### src/rtl/core/kmki_pkg.sv
// Shared types, constants and the key lookup table of the keypad matrix key injector.
// Used by the channel interfaces, the key queue and the top level; depends on nothing.
package kmki_pkg;

  localparam int ACTION_W    = 3;
  localparam int KEY_W       = 6;
  localparam int OFFSET_W    = 2;
  localparam int DATA_W      = 16;
  localparam int COL_W       = 9;
  localparam int ROW_W       = 4;
  localparam int TICK_W      = 16;
  localparam int CFG_INDEX_W = 1;
  localparam int ROM_SIZE    = 55;
  localparam int QUEUE_DEPTH = 16;

  localparam logic [KEY_W-1:0]  KEY_NONE    = 6'd0;
  localparam logic [KEY_W-1:0]  KEY_STOP    = 6'd55;
  localparam logic [TICK_W-1:0] TICKS_RESET = 16'd16;

  typedef enum logic [ACTION_W-1:0] {
    ACT_TICK       = 3'd0,
    ACT_QUEUE_KEY  = 3'd1,
    ACT_READ_BYTE  = 3'd2,
    ACT_READ_WORD  = 3'd3,
    ACT_WRITE_BYTE = 3'd4,
    ACT_WRITE_WORD = 3'd5
  } action_t;

  typedef enum logic [CFG_INDEX_W-1:0] {
    REG_PRESS_TICKS   = 1'd0,
    REG_RELEASE_TICKS = 1'd1
  } cfg_reg_t;

  typedef struct packed {
    logic [ROW_W-1:0] row;
    logic [COL_W-1:0] col;
  } key_entry_t;

  // Commands from the sequencer to the key queue.
  typedef struct packed {
    logic             push;
    logic             pop;
    logic [KEY_W-1:0] key;
  } queue_cmd_t;

  // Column patterns; the row bit follows from the key's group below.
  localparam logic [COL_W-1:0] KEY_COL [ROM_SIZE] = '{
    9'h000,
    9'h00c, 9'h014, 9'h024, 9'h044, 9'h084, 9'h104,
    9'h018, 9'h028, 9'h048, 9'h088, 9'h108,
    9'h030, 9'h050, 9'h090, 9'h110,
    9'h060, 9'h0a0, 9'h120, 9'h0c0,
    9'h00c, 9'h014, 9'h024, 9'h044, 9'h084, 9'h104,
    9'h018, 9'h028, 9'h048, 9'h088, 9'h108,
    9'h030, 9'h050, 9'h090, 9'h110,
    9'h060, 9'h0a0, 9'h120, 9'h0c0, 9'h140,
    9'h00c, 9'h014, 9'h024, 9'h044, 9'h084,
    9'h018, 9'h028, 9'h048, 9'h088,
    9'h030, 9'h050, 9'h090,
    9'h060, 9'h0a0, 9'h0c0
  };

  // Codes past the table act like the empty key.
  function automatic key_entry_t key_lookup(input logic [KEY_W-1:0] key);
    key_entry_t ent;
    ent.row = '0;
    ent.col = '0;
    if (key < KEY_W'(ROM_SIZE)) begin
      ent.col = KEY_COL[key];
      if (key == KEY_NONE) begin
        ent.row = 4'h0;
      end else if (key < 6'd20) begin
        ent.row = 4'h2;
      end else if (key < 6'd40) begin
        ent.row = 4'h4;
      end else begin
        ent.row = 4'h8;
      end
    end
    return ent;
  endfunction

endpackage

### src/rtl/core/kmki_item_if.sv
// Input channel of the keypad matrix key injector: valid, ready and one input item.
// Depends on kmki_pkg for the field widths.
interface kmki_item_if;
  logic                           valid;
  logic                           ready;
  logic [kmki_pkg::ACTION_W-1:0]  action;
  logic [kmki_pkg::KEY_W-1:0]     key_code;
  logic [kmki_pkg::OFFSET_W-1:0]  offset;
  logic [kmki_pkg::DATA_W-1:0]    write_data;

  modport source (output valid, action, key_code, offset, write_data, input ready);
  modport sink   (input valid, action, key_code, offset, write_data, output ready);
endinterface

### src/rtl/core/kmki_result_if.sv
// Result channel of the keypad matrix key injector: valid, ready and one result item.
// Depends on kmki_pkg for the field widths.
interface kmki_result_if;
  logic                         valid;
  logic                         ready;
  logic [kmki_pkg::DATA_W-1:0]  read_data;
  logic [kmki_pkg::COL_W-1:0]   column_word;
  logic                         key_held;

  modport source (output valid, read_data, column_word, key_held, input ready);
  modport sink   (input valid, read_data, column_word, key_held, output ready);
endinterface

### src/rtl/core/kmki_queue.sv
// Ring buffer of queued key codes with a registered-read memory and a head register.
// Depends on kmki_pkg for the command struct and key width.
module kmki_queue #(
  parameter int QueueDepth = kmki_pkg::QUEUE_DEPTH
) (
  input  logic                        clk,
  input  logic                        rst,
  input  kmki_pkg::queue_cmd_t        cmd,
  output logic                        empty,
  output logic [kmki_pkg::KEY_W-1:0]  head
);

  localparam int PtrW = (QueueDepth > 1) ? $clog2(QueueDepth) : 1;

  logic [kmki_pkg::KEY_W-1:0] mem [QueueDepth];
  logic [PtrW-1:0]            wr_ptr;
  logic [PtrW-1:0]            rd_ptr;
  logic [PtrW-1:0]            rd_ptr_next;
  logic [kmki_pkg::KEY_W-1:0] head_mem;
  logic [kmki_pkg::KEY_W-1:0] byp_key;
  logic                       byp_valid;

  // The write pointer advances on every push, even when full, so an overflow wraps over unread keys.
  assign rd_ptr_next = cmd.pop ? rd_ptr + PtrW'(1) : rd_ptr;
  assign empty       = (rd_ptr == wr_ptr);
  assign head        = byp_valid ? byp_key : head_mem;

  always_ff @(posedge clk) begin
    if (cmd.push) begin
      mem[wr_ptr] <= cmd.key;
    end
    head_mem <= mem[rd_ptr_next];
    byp_key  <= cmd.key;
  end

  // A key written to the entry that becomes the head is forwarded past the memory.
  always_ff @(posedge clk) begin
    if (rst) begin
      wr_ptr    <= '0;
      rd_ptr    <= '0;
      byp_valid <= 1'b0;
    end else begin
      if (cmd.push) begin
        wr_ptr <= wr_ptr + PtrW'(1);
      end
      rd_ptr    <= rd_ptr_next;
      byp_valid <= cmd.push && (wr_ptr == rd_ptr_next);
    end
  end

endmodule

### src/rtl/core/keypad_matrix_key_injector.sv
// Keypad matrix key injector: emulated calculator keypad with a key queue.
// Channels: items (sink) carries one action per transfer: tick, queue key, byte or
// word read, byte or word write. results (source) returns exactly one result per
// item: read data, the column word and the key-held flag as they stand after it.
// Configuration: cfg_we, cfg_index and cfg_data write press_ticks (index 0) and
// release_ticks (index 1); write them only while no item is in flight.
// Latency: the result of an item is valid in the cycle after its transfer.
// Throughput: one item per cycle while results are taken; all work is a single
// pass from the current state to the result register. The key queue memory reads
// its next head ahead, with a bypass for a key queued straight into the head slot.
// Reset: synchronous; the state machine waits, the queue is empty, the row and
// column words are zero and both tick counts return to 16. Queue entries are not
// cleared.
// When the receiver stalls, items is still ready as long as the result register
// holds no result; otherwise items holds off.
module keypad_matrix_key_injector #(
  parameter int QueueDepth = kmki_pkg::QUEUE_DEPTH
) (
  input  logic                             clk,
  input  logic                             rst,
  input  logic                             cfg_we,
  input  logic [kmki_pkg::CFG_INDEX_W-1:0] cfg_index,
  input  logic [kmki_pkg::TICK_W-1:0]      cfg_data,
  kmki_item_if.sink                        items,
  kmki_result_if.source                    results
);

  typedef enum logic [1:0] {
    PH_WAIT = 2'd0,
    PH_DOWN = 2'd1,
    PH_UP   = 2'd2
  } phase_t;

  phase_t                         phase, phase_next;
  logic [kmki_pkg::TICK_W-1:0]    tick_count, tick_count_next;
  logic [kmki_pkg::KEY_W-1:0]     cur_key, cur_key_next;
  logic [kmki_pkg::DATA_W-1:0]    row_word, row_word_next;
  logic [kmki_pkg::COL_W-1:0]     col_word, col_word_next;
  logic [kmki_pkg::TICK_W-1:0]    press_ticks;
  logic [kmki_pkg::TICK_W-1:0]    release_ticks;
  logic [kmki_pkg::DATA_W-1:0]    rd_next;
  logic [kmki_pkg::TICK_W-1:0]    count_dec;
  logic                           upd_cols;
  logic                           accept;
  logic                           q_empty;
  logic [kmki_pkg::KEY_W-1:0]     q_head;
  kmki_pkg::queue_cmd_t           q_cmd;
  kmki_pkg::key_entry_t           ent;

  assign items.ready = !results.valid || results.ready;
  assign accept      = items.valid && items.ready;
  assign count_dec   = tick_count - kmki_pkg::TICK_W'(1);

  kmki_queue #(
    .QueueDepth (QueueDepth)
  ) u_queue (
    .clk   (clk),
    .rst   (rst),
    .cmd   (q_cmd),
    .empty (q_empty),
    .head  (q_head)
  );

  always_comb begin
    phase_next      = phase;
    tick_count_next = tick_count;
    cur_key_next    = cur_key;
    row_word_next   = row_word;
    upd_cols        = 1'b0;
    rd_next         = '0;
    q_cmd.push      = 1'b0;
    q_cmd.pop       = 1'b0;
    q_cmd.key       = items.key_code;

    if (accept) begin
      case (items.action)
        kmki_pkg::ACT_TICK: begin
          unique case (phase)
            PH_WAIT: begin
              if (!q_empty) begin
                q_cmd.pop = 1'b1;
                // A stop code is consumed without starting a press.
                if (q_head != kmki_pkg::KEY_STOP) begin
                  cur_key_next    = q_head;
                  tick_count_next = press_ticks;
                  phase_next      = PH_DOWN;
                  upd_cols        = 1'b1;
                end
              end
            end
            PH_DOWN: begin
              tick_count_next = count_dec;
              if (count_dec == '0) begin
                cur_key_next    = kmki_pkg::KEY_NONE;
                tick_count_next = release_ticks;
                phase_next      = PH_UP;
                upd_cols        = 1'b1;
              end
            end
            default: begin
              tick_count_next = count_dec;
              if (count_dec == '0) begin
                phase_next = PH_WAIT;
              end
            end
          endcase
        end
        kmki_pkg::ACT_QUEUE_KEY: begin
          q_cmd.push = 1'b1;
        end
        kmki_pkg::ACT_READ_BYTE: begin
          case (items.offset)
            2'd0:    rd_next = {8'h00, col_word[7:0]};
            2'd1:    rd_next = {15'h0000, col_word[8]};
            2'd2:    rd_next = {8'h00, row_word[7:0]};
            default: rd_next = {8'h00, row_word[15:8]};
          endcase
        end
        kmki_pkg::ACT_READ_WORD: begin
          rd_next = items.offset[1] ? row_word : {7'h00, col_word};
        end
        kmki_pkg::ACT_WRITE_BYTE: begin
          // Bytes of the column word are rewritten by the column update anyway.
          if (items.offset == 2'd2) begin
            row_word_next[7:0] = items.write_data[7:0];
          end else if (items.offset == 2'd3) begin
            row_word_next[15:8] = items.write_data[7:0];
          end
          upd_cols = 1'b1;
        end
        kmki_pkg::ACT_WRITE_WORD: begin
          if (items.offset[1]) begin
            row_word_next = items.write_data;
          end
          upd_cols = 1'b1;
        end
        default: begin
        end
      endcase
    end

    ent           = kmki_pkg::key_lookup(cur_key_next);
    col_word_next = col_word;
    if (upd_cols) begin
      col_word_next = ((row_word_next[kmki_pkg::ROW_W-1:0] & ent.row) != '0) ? ent.col : '0;
    end
  end

  always_ff @(posedge clk) begin
    if (rst) begin
      phase         <= PH_WAIT;
      tick_count    <= '0;
      cur_key       <= kmki_pkg::KEY_NONE;
      row_word      <= '0;
      col_word      <= '0;
      press_ticks   <= kmki_pkg::TICKS_RESET;
      release_ticks <= kmki_pkg::TICKS_RESET;
      results.valid <= 1'b0;
    end else begin
      phase      <= phase_next;
      tick_count <= tick_count_next;
      cur_key    <= cur_key_next;
      row_word   <= row_word_next;
      col_word   <= col_word_next;
      if (cfg_we) begin
        unique case (cfg_index)
          kmki_pkg::REG_PRESS_TICKS:   press_ticks   <= cfg_data;
          kmki_pkg::REG_RELEASE_TICKS: release_ticks <= cfg_data;
          default: begin
          end
        endcase
      end
      if (accept) begin
        results.valid <= 1'b1;
      end else if (results.ready) begin
        results.valid <= 1'b0;
      end
    end
  end

  always_ff @(posedge clk) begin
    if (accept) begin
      results.read_data   <= rd_next;
      results.column_word <= col_word_next;
      results.key_held    <= (phase_next == PH_DOWN);
    end
  end

`ifndef SYNTHESIS
  a_ready_when_empty : assert property (@(posedge clk) disable iff (rst)
    !results.valid |-> items.ready)
    else $error("input not ready while the result register is empty");

  a_result_follows : assert property (@(posedge clk) disable iff (rst)
    accept |=> results.valid)
    else $error("transferred item produced no result");

  a_no_key_outside_press : assert property (@(posedge clk) disable iff (rst)
    (phase != PH_DOWN) |-> (cur_key == kmki_pkg::KEY_NONE))
    else $error("a key is current outside the pressed phase");

  a_cols_need_row : assert property (@(posedge clk) disable iff (rst)
    (row_word[kmki_pkg::ROW_W-1:0] == '0) |-> (col_word == '0))
    else $error("column word set with no row line enabled");
`endif

endmodule

### src/flat_wrapper.sv
// flat-port wrapper written by rule: the top's interface ports become plain ports
module keypad_matrix_key_injector_flat 
#(
  parameter int QueueDepth = kmki_pkg::QUEUE_DEPTH
)
  (clk, rst, cfg_we, cfg_index, cfg_data, items_valid, items_action, items_key_code, items_offset, items_write_data, items_ready, results_valid, results_read_data, results_column_word, results_key_held, results_ready);
  kmki_item_if items_i ();
  kmki_result_if results_i ();
  input  logic clk;
  input  logic rst;
  input  logic cfg_we;
  input  logic [kmki_pkg::CFG_INDEX_W-1:0] cfg_index;
  input  logic [kmki_pkg::TICK_W-1:0] cfg_data;
  input wire logic [$bits(items_i.valid)-1:0] items_valid;
  input wire logic [$bits(items_i.action)-1:0] items_action;
  input wire logic [$bits(items_i.key_code)-1:0] items_key_code;
  input wire logic [$bits(items_i.offset)-1:0] items_offset;
  input wire logic [$bits(items_i.write_data)-1:0] items_write_data;
  output wire logic [$bits(items_i.ready)-1:0] items_ready;
  output wire logic [$bits(results_i.valid)-1:0] results_valid;
  output wire logic [$bits(results_i.read_data)-1:0] results_read_data;
  output wire logic [$bits(results_i.column_word)-1:0] results_column_word;
  output wire logic [$bits(results_i.key_held)-1:0] results_key_held;
  input wire logic [$bits(results_i.ready)-1:0] results_ready;
  assign items_i.valid = items_valid;
  assign items_i.action = items_action;
  assign items_i.key_code = items_key_code;
  assign items_i.offset = items_offset;
  assign items_i.write_data = items_write_data;
  assign items_ready = items_i.ready;
  assign results_valid = results_i.valid;
  assign results_read_data = results_i.read_data;
  assign results_column_word = results_i.column_word;
  assign results_key_held = results_i.key_held;
  assign results_i.ready = results_ready;
  keypad_matrix_key_injector #(.QueueDepth(QueueDepth)) u_core (.clk(clk), .rst(rst), .cfg_we(cfg_we), .cfg_index(cfg_index), .cfg_data(cfg_data), .items(items_i), .results(results_i));
endmodule
### config.mk
export PLATFORM = sky130hd
export DESIGN_NAME = keypad_matrix_key_injector_flat
export DESIGN_NICKNAME = d
export VERILOG_FILES = /design/src/rtl/core/kmki_pkg.sv /design/src/rtl/core/kmki_item_if.sv /design/src/rtl/core/kmki_result_if.sv /design/src/rtl/core/kmki_queue.sv /design/src/rtl/core/keypad_matrix_key_injector.sv /design/src/flat_wrapper.sv
export SDC_FILE = /design/constraint.sdc
export NUM_CORES = 1
export LEC_CHECK = 0
export ABC_CLOCK_PERIOD_IN_PS = 7200
export BUFFER_PORTS_ARGS = -buffer_cell sky130_fd_sc_hd__buf_2
export CAP_MARGIN = 15
export CORE_ASPECT_RATIO = 0.8
export CORE_MARGIN = 2
export CORE_UTILIZATION = 55
export CTS_CLUSTER_DIAMETER = 150
export CTS_CLUSTER_SIZE = 28
export DETAILED_ROUTE_END_ITERATION = 8
export PLACE_DENSITY_LB_ADDON = 0.1
export SYNTH_ARGS = -nofsm -noshare
export SYNTH_HDL_FRONTEND = slang
export SYNTH_SLANG_ARGS = --single-unit
### constraint.sdc
create_clock -name clk -period 7.2 [get_ports clk]
set_input_delay 2.16 -clock clk [delete_from_list [all_inputs] [get_ports clk]]
set_output_delay 2.16 -clock clk [all_outputs]
set_load 0.05 [all_outputs]
==> results of run 1 <==
cell usage in the layout (no fill, tap or decap), types with 4 or more instances in the layout:
master and n:
sky130_fd_sc_hd__a211oi_1 13, sky130_fd_sc_hd__and3_1 5, sky130_fd_sc_hd__nor2_1 87, sky130_fd_sc_hd__nand2_1 119, sky130_fd_sc_hd__nor3_1 29, sky130_fd_sc_hd__o31ai_1 6, sky130_fd_sc_hd__clkbuf_1 5, sky130_fd_sc_hd__nor2b_1 10
sky130_fd_sc_hd__xor2_1 13, sky130_fd_sc_hd__a31oi_1 11, sky130_fd_sc_hd__a21oi_1 71, sky130_fd_sc_hd__and2_1 19, sky130_fd_sc_hd__xnor2_1 11, sky130_fd_sc_hd__o21ai_0 17, sky130_fd_sc_hd__mux2i_1 20, sky130_fd_sc_hd__dfxtp_1 103
sky130_fd_sc_hd__buf_4 9, sky130_fd_sc_hd__inv_1 14, sky130_fd_sc_hd__a21boi_0 4, sky130_fd_sc_hd__a221oi_1 13, sky130_fd_sc_hd__ha_1 15, sky130_fd_sc_hd__edfxtp_1 122, sky130_fd_sc_hd__clkbuf_16 12, sky130_fd_sc_hd__or4_1 6
sky130_fd_sc_hd__o211ai_1 5, sky130_fd_sc_hd__nand4_1 9, sky130_fd_sc_hd__nor4_1 10, sky130_fd_sc_hd__nand3_1 7, sky130_fd_sc_hd__mux4_2 31, sky130_fd_sc_hd__buf_2 76, sky130_fd_sc_hd__or2_2 4, sky130_fd_sc_hd__a22oi_1 9
sky130_fd_sc_hd__nand2b_1 9
cells in the mapped netlist, drive strengths merged (15+ instances only):
cell,count,share of area
edfxtp,122,0.36
and2,19,0.012
nor2,87,0.032
dfxtp,103,0.20
clkbuf,42,0.015
nand2,119,0.044
mux2i,21,0.020
a21oi,71,0.035
nor3,30,0.015
ha,15,0.018
mux4,31,0.068
o21ai,18,0.0088
power by group:
group          total, mW  internal [mW]  switching, mW
registers           1.38           1.37         0.0109
logic              0.192         0.0583          0.134
clock network      0.768          0.344          0.423
cell families (layout without fill, tap and decap cells):
kind of cell | after synthesis | in the layout | share of synthesized area
buffers and inverters | 71 | 120 | 0.02999
adders and majority gates | 15 | 15 | 0.01829
xor gates and xnor gates | 25 | 25 | 0.02134
DFF | 225 | 225 | 0.5579
muxes | 54 | 54 | 0.09071
and+or+nand+nor | 338 | 338 | 0.1617
AOI/OAI and AO/OA | 183 | 183 | 0.1201
cell type report:
class	count	area, sq um
multi-input combinational	615	4240
clock inverter	3	63.81
tap	253	316.6
clock buffer	17	319.1
sequential	225	5725
fill	1505	7053
inverter	15	56.30
timing repair buffer	85	447.9
state kept, by name, summed over array words and instances (netlist names), 2 cells and up:
name and count:
u_core.u_queue.mem 96, u_core.press_ticks 16, u_core.u_queue.head_mem 6, u_core.u_queue.rd_ptr 4
u_core.results.column_word 9, u_core.phase 2, u_core.release_ticks 16, u_core.results.read_data 16
u_core.tick_count 16, u_core.col_word 9, u_core.u_queue.wr_ptr 4, u_core.cur_key 6
u_core.u_queue.byp_key 6, u_core.row_word 16
routing by layer:
metal  global-route usage  vias to the layer above  wire (microns)
met5                    0                        -               0
met4              0.04857                        0             386
met3              0.03097                       27            1244
met2               0.3682                      207           10770
met1               0.3648                     3569           11020
li1                     -                     3446               -
metrics by stage:
step,setup slack [ns],hold WS (ns)
4_1_cts,1.685,0.4598
3_5_place_dp,1.160,0.4443
6_report,1.600,0.4599
3_3_place_gp,1.315,0.4433
2_1_floorplan,1.372,0.4315
5_1_grt,1.337,0.4824
worst max-delay path, cell delays in order:
cell	delay [ns]
sky130_fd_sc_hd__buf_2	0.15
sky130_fd_sc_hd__nor4_2	0.30
sky130_fd_sc_hd__nand3_1	0.40
sky130_fd_sc_hd__nor3_1	0.35
sky130_fd_sc_hd__nand4_1	0.13
sky130_fd_sc_hd__a22oi_1	0.45
sky130_fd_sc_hd__inv_1	0.29
sky130_fd_sc_hd__ha_1	0.35
sky130_fd_sc_hd__nand4_1	0.10
sky130_fd_sc_hd__a31oi_1	0.09
sky130_fd_sc_hd__or4b_1	0.67
sky130_fd_sc_hd__o31ai_1	0.40
sky130_fd_sc_hd__nor2b_1	0.18
worst max path at each step:
stage,slack (ns),end
global route,1.34,u_core.col_word[7]$_SDFF_PP0_
finish,1.60,u_core.col_word[7]$_SDFF_PP0_
global placement,1.31,u_core.col_word[5]$_SDFF_PP0_
CTS,1.69,u_core.col_word[7]$_SDFF_PP0_
floorplan,1.37,u_core.col_word[5]$_SDFF_PP0_
detailed placement,1.16,u_core.col_word[5]$_SDFF_PP0_
==> run summary, run 1 <==
- finished clean — status
- sky130_fd_sc_hd__clkbuf_16 — root buffer cell
- 682 — First DRT Iteration DRCs
- 77 — number of ports placed on the die boundary
- 2.45 ns — Worst R2R Setup Slack
- 0.5632 — starting density of the core
- 0 — sum of overflow across all layers after global routing
- 225 — clock sink count
- 975 — syn_nets
- 11.26 sq um — mean instance size in the synthesized netlist
- 225 — post-synthesis sequential element count
- items_action[0] — critical path startpoint
- 0 — drc violations
- 0.2852 — slew margin rel.
- 0.5579 — part of the Yosys area used for sequential elements
- 0 — initial antenna violation count
- 11 — top fanout value on the critical path
- 0 — max-slew violation count
- 911 — Mapped Cells
- u_core.tick_count[0]$_SDFFE_PP0P_ — startpoint of the worst register-to-register path
- 10780 sq um — cell area after placement
- 0.7778 — final clock period utilization by the worst path
- 5.976 — Vias/cell
- u_core.col_word[7]$_SDFF_PP0_ — reg-to-reg endpoint
- 0 — cts-stage hold buffer count
- sky130_fd_sc_hd__edfxtp_1 — most frequently used flop master after synthesis
- 0.9549 — gpl congestion
- 1192 — Cells after DPL
- flop — endpoint type of the worst setup path
- 76 — Synth cell types
- 5.600 ns — Period minus WS final
- 0 — Max-cap violations
- input pin — Setup crit start kind
- u_core.press_ticks[7]$_SDFFE_PP0P_ — Worst Min Path Start
- 10260 sq um — Mapped Area
- 0 ns — total negative slack for setup checks
- 0.1786 GHz — fmax
- 11170 sq um — Final Cell Area
- 23.42 mm — routed wire length
- 0 — fraction of synthesis flops using an asynchronous set or reset pin
- 19.30 microns — Wirelength per Cell
- 0.50 ns — insertion delay to the later sink of the worst-skew pair
- 0 — post-cts gate resize count
- 0.6130 — final standard cell utilization of the core
- 2.342 mW — Total Power
- 0 — Setup Viol. Count Final
- 1.068 ns — slew at the pin with the worst max-slew slack
- 7.62 ns — Required @ worst endpoint
- 2 — number of instances on the worst hold path
- 209.6 nW/um^2 — power density relative to cell area
- 0 — Setup Buffers After CTS
- 0 — post-detailed-route count of antenna-violating nets
- 0 — final-report hold violation count
- 7249 — vias
- 37.07 mm — wire length of the first global-routing pass
- 0.1656 — proportion of layout cells with a drive suffix above 1
- 8.840% — area overhead of the layout relative to synthesis
- 0 — YS warnings
- 6770 — number of global-route vias before repair
- 76 — number of buffers added on ports
- 6.02 ns — worst endpoint data arrival time
- 122 — count of flip-flops with a built-in enable after synthesis
- 1018 — net count reported at finish
- 15.94 mm — HPWL reported at the end of detailed placement
- 3.918 nW — leakage power summed over all cells
- 18220 sq um — core area
- yes — TritonCTS clock tree
- 0.2412 mV — largest voltage drop on the vdd net
- false — setup repair after global routing missed its margin
- 19770 sq um — die footprint
- 0.2386 — total global-route track usage
- 1 — number of H-tree levels
- 5 — iteration count of the initial detailed-routing pass
- input pin to flop — worst setup path category
- 1213 — post-route insts no fill
- 12 — number of buffers inserted during clock tree synthesis
- 0.03359 ns — worst clock skew on the final layout
- u_core.press_ticks[7]$_SDFFE_PP0P_ — end point of the most critical hold path
- 52 — pin count of the biggest net entering global routing
- 156.7 microns — overall die width
- 12 — path depth of the worst reg2reg path
- 3 — Max Root-Sink Buffers
- 44 — standard-cell rows
- flop to flop — type of the worst min-delay path
- 126.2 microns — die height
- 0 — diode count
- 0.11 ns — clock edge transition at the registers on the reported setup and hold paths
Note: power is estimated with default switching activity, not from simulation.
==> run 2: changes to the inputs <==
ABC_CLOCK_PERIOD_IN_PS = 4500   (was 7200)
CORE_UTILIZATION = 54   (was 55)
clock period = 4.5 ns   (was 7.2 ns; I/O delays follow)
==> run summary, run 2 (same netlist as run 1, synthesis figures left out) <==
- 0 — max-slew violation count, unchanged
- 1 — number of H-tree levels, unchanged
- 3 — Max Root-Sink Buffers, unchanged
- 0.2456 GHz — fmax
- 0 — initial antenna violation count, unchanged
- 3.753 mW — Total Power, was 2.342 mW
- 12.22% — area overhead of the layout relative to synthesis, was 8.840%
- 20130 sq um — die footprint, was 19770 sq um
- 0.8582 — gpl congestion, was 0.9549
- sky130_fd_sc_hd__edfxtp_1 — commonest non-fill, non-tap cell in the layout, unchanged
- buf_2 -> nor4_2 -> nand3_1 -> nor3_1 -> a2bb2oi_1 -> and2_1 -> inv_1 -> ha_1 -> nand4_1 -> a31oi_1 -> or4b_1 -> o41ai_2 -> nor2b_1 — ordered cell list for the critical path, was buf_2 -> nor4_2 -> nand3_1 -> nor3_1 -> nand4_1 -> a22oi_1 -> inv_1 -> ha_1 -> nand4_1 -> a31oi_1 -> or4b_1 -> o31ai_1 -> nor2b_1
- 0.11 ns — clock edge transition at the registers on the reported setup and hold paths, about the same
- sky130_fd_sc_hd__clkbuf_16 — root buffer cell, unchanged
- 4.92 ns — Required @ worst endpoint, was 7.62 ns
- 0.2835 — slew margin rel., was 0.2852
- 76 — number of buffers added on ports, unchanged
- 12 — number of buffers inserted during clock tree synthesis, unchanged
- 4.072 ns — Period minus WS final
- 4.50 ns — worst endpoint data arrival time, was 6.02 ns
- 495 — First DRT Iteration DRCs, was 682
- 0 — post-detailed-route count of antenna-violating nets, unchanged
- 2 — number of instances on the worst hold path, unchanged
- 45 — standard-cell rows, was 44
- input pin — Setup crit start kind, unchanged
- 0 — sum of overflow across all layers after global routing, unchanged
- 0.02873 ns — worst clock skew on the final layout, was 0.03359 ns
- 14 — path depth of the worst reg2reg path, was 12
- 7257 — vias, was 7249
- 37.09 mm — wire length of the first global-routing pass, was 37.07 mm
- 0 — Setup Viol. Count Final, unchanged
- 1.074 ns — slew at the pin with the worst max-slew slack, was 1.068 ns
- false — setup repair after global routing missed its margin, unchanged
- 11120 sq um — cell area after placement, was 10780 sq um
- 5 — iteration count of the initial detailed-routing pass, unchanged
- 18.32 microns — Wirelength per Cell, was 19.30 microns
- 18810 sq um — core area, was 18220 sq um
- input pin to flop — worst setup path category, unchanged
- flop to flop — type of the worst min-delay path, unchanged
- 0.3077 mV — largest voltage drop on the vdd net, was 0.2412 mV
- 16.39 mm — HPWL reported at the end of detailed placement, was 15.94 mm
- 2 — WP buf/inv, unchanged
- yes — TritonCTS clock tree, unchanged
- 0.2004 — proportion of layout cells with a drive suffix above 1, was 0.1656
- 4.129 nW — leakage power summed over all cells, was 3.918 nW
- 0 — final-report hold violation count, unchanged
- 0.49 ns — insertion delay to the later sink of the worst-skew pair, was 0.50 ns
- 0.5457 — starting density of the core, was 0.5632
- 0 — cts-stage hold buffer count, unchanged
- finished clean — status, unchanged
- 0 — Setup Buffers After CTS, unchanged
- 6985 — number of global-route vias before repair, was 6770
- 9 — top fanout value on the critical path, was 11
- 0.9049 — final clock period utilization by the worst path
- 1591 — fill count, was 1505
- 0 — diode count, unchanged
- 96 — flip-flop count of the largest register after layout, unchanged
- flop — endpoint type of the worst setup path, unchanged
- 77 — number of ports placed on the die boundary, unchanged
- 37 — pin count of the biggest net entering global routing, was 52
- 23.01 mm — routed wire length, was 23.42 mm
- sky130_fd_sc_hd__or4b_1 — slowest cell on the critical path, unchanged
- 0.2343 — total global-route track usage, was 0.2386
- 158.1 microns — overall die width, was 156.7 microns
- 127.3 microns — die height, was 126.2 microns
- 0 — drc violations, unchanged
- simple AND/OR/NAND/NOR gates — kind of cell adding the most delay to the critical path, unchanged
- 13 — Stages on worst setup path, unchanged
- 11520 sq um — Final Cell Area, was 11170 sq um
- 325.9 nW/um^2 — power density relative to cell area, was 209.6 nW/um^2
- 122 x sky130_fd_sc_hd__edfxtp_1, 119 x sky130_fd_sc_hd__nand2_1, 103 x sky130_fd_sc_hd__dfxtp_1 — most frequent cells in the layout, unchanged
- u_core.u_queue.mem — Most flops, register, unchanged
- 0 — post-cts gate resize count, unchanged
- 0.67 ns — slowest stage delay, CP, about the same
- 5.778 — Vias/cell, was 5.976
- 0 — Max-cap violations, unchanged
- 225 — clock sink count, unchanged
- 1056 — net count reported at finish, was 1018
run 2: changes by cell type in the layout (fill, tap and decap cells not counted):
| cell | previous run | this run |
|---|---|---|
| sky130_fd_sc_hd__a22oi_1 | 9 | 8 |
| sky130_fd_sc_hd__a22oi_2 | 0 | 1 |
| sky130_fd_sc_hd__buf_12 | 0 | 3 |
| sky130_fd_sc_hd__buf_4 | 9 | 44 |
| sky130_fd_sc_hd__nand2b_1 | 9 | 8 |
| sky130_fd_sc_hd__nand2b_4 | 1 | 2 |
| sky130_fd_sc_hd__nor3_1 | 29 | 28 |
| sky130_fd_sc_hd__nor3_2 | 1 | 2 |
run 2: power breakdown:
part           switching (mW)  leakage (nW)  internal, mW
Clock                   0.668         0.185         0.551
Sequential             0.0183          1.96          2.19
Combinational           0.214          1.98         0.108
run 2: final cells by class:
| class | count | area (sq um) | area share |
|---|---|---|---|
| repair buffers | 123 | 770.7 | 0.06693 |
| flip-flops and latches | 225 | 5725 | 0.4972 |
| well taps | 258 | 322.8 | 0.02803 |
| clock inverters | 3 | 63.81 | 0.005541 |
| clock buffers | 17 | 319.1 | 0.02771 |
| multi-input cells | 615 | 4258 | 0.3697 |
| inverters | 15 | 56.30 | 0.004889 |
run 2: path summary, 6_finish.rpt:
kind	start	endpoint	slack [ns]
setup / recovery	items_action[0]	u_core.col_word[5]$_SDFF_PP0_	0.43
hold / removal	u_core.press_ticks[2]$_SDFFE_PP0P_	u_core.press_ticks[2]$_SDFFE_PP0P_	0.46
setup reg to reg	u_core.tick_count[0]$_SDFFE_PP0P_	u_core.col_word[5]$_SDFF_PP0_	0.50
hold reg to reg	u_core.press_ticks[2]$_SDFFE_PP0P_	u_core.press_ticks[2]$_SDFFE_PP0P_	0.46
run 2: worst reg2reg max path: stages, from the launching register on:
cell	delay, ns
sky130_fd_sc_hd__dfxtp_1	0.45
sky130_fd_sc_hd__inv_1	0.10
sky130_fd_sc_hd__ha_1	0.27
sky130_fd_sc_hd__xnor2_1	0.36
sky130_fd_sc_hd__nand4_1	0.16
sky130_fd_sc_hd__nor4_2	0.30
sky130_fd_sc_hd__and3_1	0.25
sky130_fd_sc_hd__nand3_1	0.14
sky130_fd_sc_hd__and2_1	0.23
sky130_fd_sc_hd__ha_1	0.21
sky130_fd_sc_hd__a211oi_2	0.17
sky130_fd_sc_hd__nor3_1	0.07
sky130_fd_sc_hd__or4b_1	0.69
sky130_fd_sc_hd__o41ai_2	0.40
sky130_fd_sc_hd__nor2b_1	0.16
run 2: routing by layer:
metal  global-route usage  up-vias  wire length, microns
met5                    0        -                     0
met2               0.3737      184                 10610
met4              0.04716        0                   386
met3              0.02985       21                  1087
met1               0.3492     3526                 10920
li1                     -     3526                     -
run 2: stage by stage:
stage	instances	hold slack [ns]	util	setup WS (ns)	setup TNS [ns]
after floorplan	911	0.4315	-	0.07022	0
final	1256	0.4606	0.6124	0.4279	0
after detailed placement	1234	0.4466	0.5912	-0.1009	-0.3433
after global placement	1234	0.4442	0.5912	0.07063	0
after CTS	1254	0.4623	0.6116	0.4091	0
after global routing	1256	0.4854	0.6124	0.07948	0
